--- config.mk ---
export PLATFORM = sky130hd
export DESIGN_NAME = aesctr_ctrl
export DESIGN_NICKNAME = d
export VERILOG_FILES = /design/src/rtl/core/aesctr_pkg.sv /design/src/rtl/core/aesctr_ctrl.sv
export SDC_FILE = /design/constraint.sdc
export NUM_CORES = 1
export LEC_CHECK = 0
export BUFFER_PORTS_ARGS = -buffer_cell sky130_fd_sc_hd__buf_2
export CAP_MARGIN = 5
export CORE_UTILIZATION = 55
export DETAILED_ROUTE_END_ITERATION = 12
export PLACE_DENSITY = 0.75
export SYNTH_ARGS = -nofsm -noshare
export SYNTH_HDL_FRONTEND = slang
export SYNTH_SLANG_ARGS = --single-unit
--- constraint.sdc ---
create_clock -name i_clk -period 3.1 [get_ports i_clk]
set_clock_uncertainty 0.1 [all_clocks]
set_input_delay 0.465 -clock i_clk [delete_from_list [all_inputs] [get_ports i_clk]]
set_output_delay 0.465 -clock i_clk [all_outputs]
set_load 0.05 [all_outputs]
--- src/rtl/core/aesctr_pkg.sv ---
// ----------------------------------------------------------------------------
// AES-CTR keystream generator package
// Shared item types, configuration indexes and controller/datapath links.
// ----------------------------------------------------------------------------
package aesctr_pkg;

    localparam int SEGMENT_BLOCKS = 1048576;
    localparam int BSR_W = $clog2(SEGMENT_BLOCKS);

    localparam logic [2:0] CFG_KEY0     = 3'd0;
    localparam logic [2:0] CFG_KEY1     = 3'd1;
    localparam logic [2:0] CFG_KEY2     = 3'd2;
    localparam logic [2:0] CFG_KEY3     = 3'd3;
    localparam logic [2:0] CFG_KEY_SIZE = 3'd4;
    localparam logic [2:0] CFG_SEED_HI  = 3'd5;
    localparam logic [2:0] CFG_SEED_LO  = 3'd6;

    typedef struct packed {
        logic [4:0] byte_count;
        logic       end_of_request;
    } t_in_item;

    typedef struct packed {
        logic [63:0] stream_high;
        logic [63:0] stream_low;
        logic [4:0]  valid_count;
        logic        final_block;
    } t_out_item;

    typedef enum logic [1:0] {
        ACT_OUT     = 2'd0,
        ACT_REPLACE = 2'd1,
        ACT_NEWKEY  = 2'd2,
        ACT_NEWCTR  = 2'd3
    } t_act;

    typedef struct packed {
        logic       kexp_start;
        logic       enc_start;
        t_act       act;
        logic [4:0] n;
        logic       eor;
    } t_dp_cmd;

    typedef struct packed {
        logic key_dirty;
        logic kexp_busy;
        logic enc_done;
        logic out_full;
    } t_dp_stat;

endpackage

--- src/rtl/core/aesctr_ctrl.sv ---
// ----------------------------------------------------------------------------
// AES-CTR controller
// Plans the encryptions of one item and sequences the datapath.
// ----------------------------------------------------------------------------
module aesctr_ctrl (
    input  logic                i_clk,
    input  logic                i_rst_n,
    input  logic                i_in_valid,
    output logic                o_in_stall,
    input  aesctr_pkg::t_in_item i_in_data,
    input  aesctr_pkg::t_dp_stat i_stat,
    output aesctr_pkg::t_dp_cmd  o_cmd
);
    import aesctr_pkg::*;

    typedef enum logic [3:0] {
        S_IDLE = 4'b0001,
        S_DISP = 4'b0010,
        S_KEXP = 4'b0100,
        S_ENC  = 4'b1000
    } t_state;

    typedef enum logic [5:0] {
        P_PRE  = 6'b000001,
        P_OUT  = 6'b000010,
        P_POST = 6'b000100,
        P_EOR  = 6'b001000,
        P_KEY  = 6'b010000,
        P_CTR  = 6'b100000
    } t_phase;

    localparam logic [BSR_W-1:0] SEG_LAST = BSR_W'(SEGMENT_BLOCKS - 1);

    t_state           r_state, n_state;
    t_phase           r_phase, n_phase;
    logic [4:0]       r_n, n_n;
    logic             r_eor, n_eor;
    logic [BSR_W-1:0] r_bsr, n_bsr;
    logic             r_seg_hit, n_seg_hit;

    logic full, partial, need, hit;
    t_act act;
    t_phase next_phase;

    always_comb begin
        full    = r_n[4];
        partial = (r_n != 5'd0) && !r_n[4];
        hit     = (r_bsr == SEG_LAST);
        need = 1'b0;
        act  = ACT_REPLACE;
        next_phase = P_PRE;
        unique case (r_phase)
            P_PRE: begin
                need = partial && (r_bsr != '0);
                next_phase = P_OUT;
            end
            P_OUT: begin
                need = (r_n != 5'd0);
                act  = ACT_OUT;
                next_phase = P_POST;
            end
            P_POST: begin
                need = (full && r_seg_hit) || partial;
                next_phase = P_EOR;
            end
            P_EOR: begin
                need = r_eor && (r_bsr != '0);
                next_phase = P_KEY;
            end
            P_KEY: begin
                need = r_eor;
                act  = ACT_NEWKEY;
                next_phase = P_CTR;
            end
            P_CTR: begin
                need = r_eor;
                act  = ACT_NEWCTR;
                next_phase = P_PRE;
            end
            default: begin
                need = 1'b0;
            end
        endcase
    end

    always_comb begin
        n_state   = r_state;
        n_phase   = r_phase;
        n_n       = r_n;
        n_eor     = r_eor;
        n_bsr     = r_bsr;
        n_seg_hit = r_seg_hit;
        o_cmd.kexp_start = 1'b0;
        o_cmd.enc_start  = 1'b0;
        o_cmd.act        = act;
        o_cmd.n          = r_n;
        o_cmd.eor        = r_eor;
        o_in_stall = (r_state != S_IDLE);
        unique case (r_state)
            S_IDLE: begin
                if (i_in_valid) begin
                    n_n = (i_in_data.byte_count > 5'd16) ? 5'd16 : i_in_data.byte_count;
                    n_eor   = i_in_data.end_of_request;
                    n_phase = P_PRE;
                    n_state = S_DISP;
                end
            end
            S_DISP: begin
                if (need && i_stat.key_dirty) begin
                    o_cmd.kexp_start = 1'b1;
                    n_state = S_KEXP;
                end else if (!(need && act == ACT_OUT && i_stat.out_full)) begin
                    if (r_phase == P_OUT && full) begin
                        n_bsr     = hit ? '0 : r_bsr + 1'b1;
                        n_seg_hit = hit;
                    end
                    if ((r_phase == P_POST && partial) || (r_phase == P_EOR && r_eor)) begin
                        n_bsr = '0;
                    end
                    n_phase = next_phase;
                    if (need) begin
                        o_cmd.enc_start = 1'b1;
                        n_state = S_ENC;
                    end else if (r_phase == P_CTR) begin
                        n_state = S_IDLE;
                    end
                end
            end
            S_KEXP: begin
                if (!i_stat.kexp_busy) begin
                    n_state = S_DISP;
                end
            end
            S_ENC: begin
                if (i_stat.enc_done) begin
                    n_state = (r_phase == P_PRE) ? S_IDLE : S_DISP;
                end
            end
            default: begin
                n_state = S_IDLE;
            end
        endcase
    end

    always_ff @(posedge i_clk) begin
        if (!i_rst_n) begin
            r_state   <= S_IDLE;
            r_phase   <= P_PRE;
            r_bsr     <= '0;
            r_seg_hit <= 1'b0;
            r_n       <= 5'd0;
            r_eor     <= 1'b0;
        end else begin
            r_state   <= n_state;
            r_phase   <= n_phase;
            r_bsr     <= n_bsr;
            r_seg_hit <= n_seg_hit;
            r_n       <= n_n;
            r_eor     <= n_eor;
        end
    end

endmodule

==> qor.yml <==
switchingPower_mw: 0.323
path_clk_slew_ps: 70
area_growth_pct: 8.55
routedWlPerCell_microns: 16.3
clock_tree.root_cell: "clkbuf_8"
die_area_sq_um: 4910
wl_microns: 5960
status: "finished clean"
synth-seq-cells: 37
ir_drop_uv: 319
diodes: 0
drt_iter0_drc: 161
ys_warn_count: 0
powerDensity_nw_per_um2: 396
syn-instance-count: 296
worst-r2r-cell-count: 8
critPathRequiredTime_ps: 2530
slowest_delay_ps: 510
htreeDepth: 2
crit_slowest_cell: "nor4_4"
vias: 2330
worstHoldStart: "i_in_data[0]"
cts_tree: "done"
p_sw_share_pct: 29.5
met2WireLength_microns: 2940
layout_commonest_cell: "dfxtp_1"
cp_num_buf_inv: 1
cp_data_arrival_time_ps: 2290
clockBufferDepth: 2
slew_headroom_pct: 41.1
clk_latency_ps: 300
track_usage_pct: 25.6
synth_edf_count: 0
power.internal_mw: 0.770
drv_slew: 0
cts_sinks: 37
power_frac_seq_pct: 46.9
max_freq_mhz: 350
min_period_over_period_pct: 92.1
ios: 24
path_max_fanout: 8
drv_cap: 0
drc: 0
grt_pass1_wl_microns: 10000
tns_ps: 0
crit_path_end_kind: "primary output"
ant_nets: 0
syn_avg_cell_area_sq_um: 8.60
power_mw: 1.09
ys_seq_area_share_pct: 29.1
grt_antenna_before_repair: 0
cts_buffers: 5
regToRegSetupSlack_ps: 390
nets: 328
setup_violations: 0
grt_max_degree: 31
hold_violations: 0
r2r-end: "r_bsr[19]"
gp_congestion: 0.907
r2r-start: "r_bsr[0]"
vias_per_cell: 6.37
clkPwrFrac_pct: 34.7
grt_pass1_vias: 2072
hold-path-endpoint: "r_eor"
cts-resized-gates: 0
grt_setup_unrepaired: "false"
hold_buffers: 0
synth_nets: 311
portBuffers: 23
grt-ovfl-total: 0
worstMarginPinSlew_ps: 882
cp_cell_sequence: "nor4_4 > nand4b_1 > a2bb2oi_2 > or3_4 > and3_1 > buf_2"
hp-class: "in2reg"
dr.max_layer_used: "met4"
final_layout_size_suffix_gt1_share_pct: 18.5
async_reset_ff_share_pct: 0
period_needed_ps: 2860
die_w_microns: 70.0
synth.distinct_cells: 68
holdPathStages: 3
yosys_most_used_dff: "dfxtp_1"
cp.depth: 6
route.met3.wl_microns: 226
core_sq_um: 4410
p_leak_nw: 0.938
critical_path.top_delay_family: "simple AND/OR/NAND/NOR gates"
start_util_pct: 57.7
netlist_area_sq_um: 2550
die_h_microns: 70.0
post_cts_buffers: 0
dr.pass1.iters: 4
met1Wirelength_microns: 2710
path_class: "reg2out"
rows: 24
pwr-share-comb_pct: 18.4
fillers: 384
dp_hpwl_microns: 4260
start_kind: "flop"
final_cell_mix: "37 x dfxtp_1, 24 x nor2_1, 23 x buf_2"
## layer usage
| layer | vias up | global-route usage (%) |
|---|---|---|
| met4 | 0 | 10.0 |
| met5 | - | 0 |
| met1 | 1098 | 32.3 |
| met2 | 55 | 43.2 |
| li1 | 1169 | - |
| met3 | 8 | 4.33 |
## logic make-up after synthesis
logic type                 synth area share, %
and+or+nand+nor                           37.3
AOI/OAI and AO/OA                         22.7
DFF                                       29.1
buffers and inverters                     5.45
muxes                                     3.78
xor gates and xnor gates                 0.688
adders and majority gates                0.983
## layout make-up
type / instances / area [sq um] / share of cell area [%]
multi-input cells: 234 / 1680 / 60.7
inverters: 7 / 26.3 / 0.951
repair buffers: 28 / 153 / 5.52
well taps: 52 / 65.1 / 2.35
flip-flops and latches: 37 / 741 / 26.8
clock buffers: 7 / 96.3 / 3.49
clock inverters: 1 / 5.00 / 0.181
## worst max-delay path by stage
stage | from | to | slack, ps
floorplan | r_phase[3] | o_cmd[9] | 90
global placement | r_bsr[0] | r_bsr[19] | 420
detailed placement | r_bsr[1] | r_bsr[19] | 460
CTS | r_phase[2] | o_cmd[8] | 220
global route | r_phase[2] | o_cmd[8] | 60
finish | r_phase[5] | o_cmd[8] | 240
## synthesized netlist by cell type, types with 6 or more instances
cell / number / area [sq um]
inv_1: 7 / 26.3
o31ai_1: 10 / 75.1
nand4_1: 10 / 62.6
nand3_1: 15 / 75.1
nor3b_1: 8 / 60.1
nor2_1: 24 / 90.1
dfxtp_1: 37 / 741
nand2_1: 21 / 78.8
a21oi_1: 9 / 45.0
nor4_1: 10 / 62.6
a21boi_1: 12 / 90.1
a31oi_1: 6 / 37.5
nor2b_1: 10 / 62.6
nor3_1: 8 / 40.0
nand4b_1: 9 / 78.8
mux2i_1: 7 / 70.1
buf_2: 6 / 30.0
and3_1: 6 / 37.5
## registers in the layout, indices dropped and copies added (netlist names)
name / flops
r_bsr: 20
r_phase: 6
r_n: 5
r_state: 4
r_eor: 1
r_seg_hit: 1
## stage by stage
step                      hold WS [ps]  cells  util (%)  worst slack [ps]  area (sq um)
final                              332    366      62.6               245          2760
after global routing               331    366      62.6              64.2          2760
after CTS                          316    366      62.6               216          2760
after detailed placement           402    358      60.3               457          2660
after global placement             401    358      60.3               416          2660
after floorplan                    359    296         -              87.5          2560
## power groups by stage
| stage | Clock, mW | Combinational (mW) | Sequential, mW |
|---|---|---|---|
| 6_report | 0.379 | 0.201 | 0.513 |
| 4_1_cts | 0.389 | 0.203 | 0.512 |
| 5_1_grt | 0.407 | 0.219 | 0.516 |
| 2_1_floorplan | 0 | 0.149 | 0.536 |
| 3_3_place_gp | 0 | 0.201 | 0.523 |
| 3_5_place_dp | 0 | 0.202 | 0.523 |
## worst reg2reg max path: stages (launching register included)
cell	delay [ps]
dfxtp_1	400
ha_1	240
nand4_1	200
or4_1	620
o211ai_2	400
buf_4	250
a31oi_1	50
o311ai_1	230
o21ai_1	90
(Power assumes the default switching activity.)
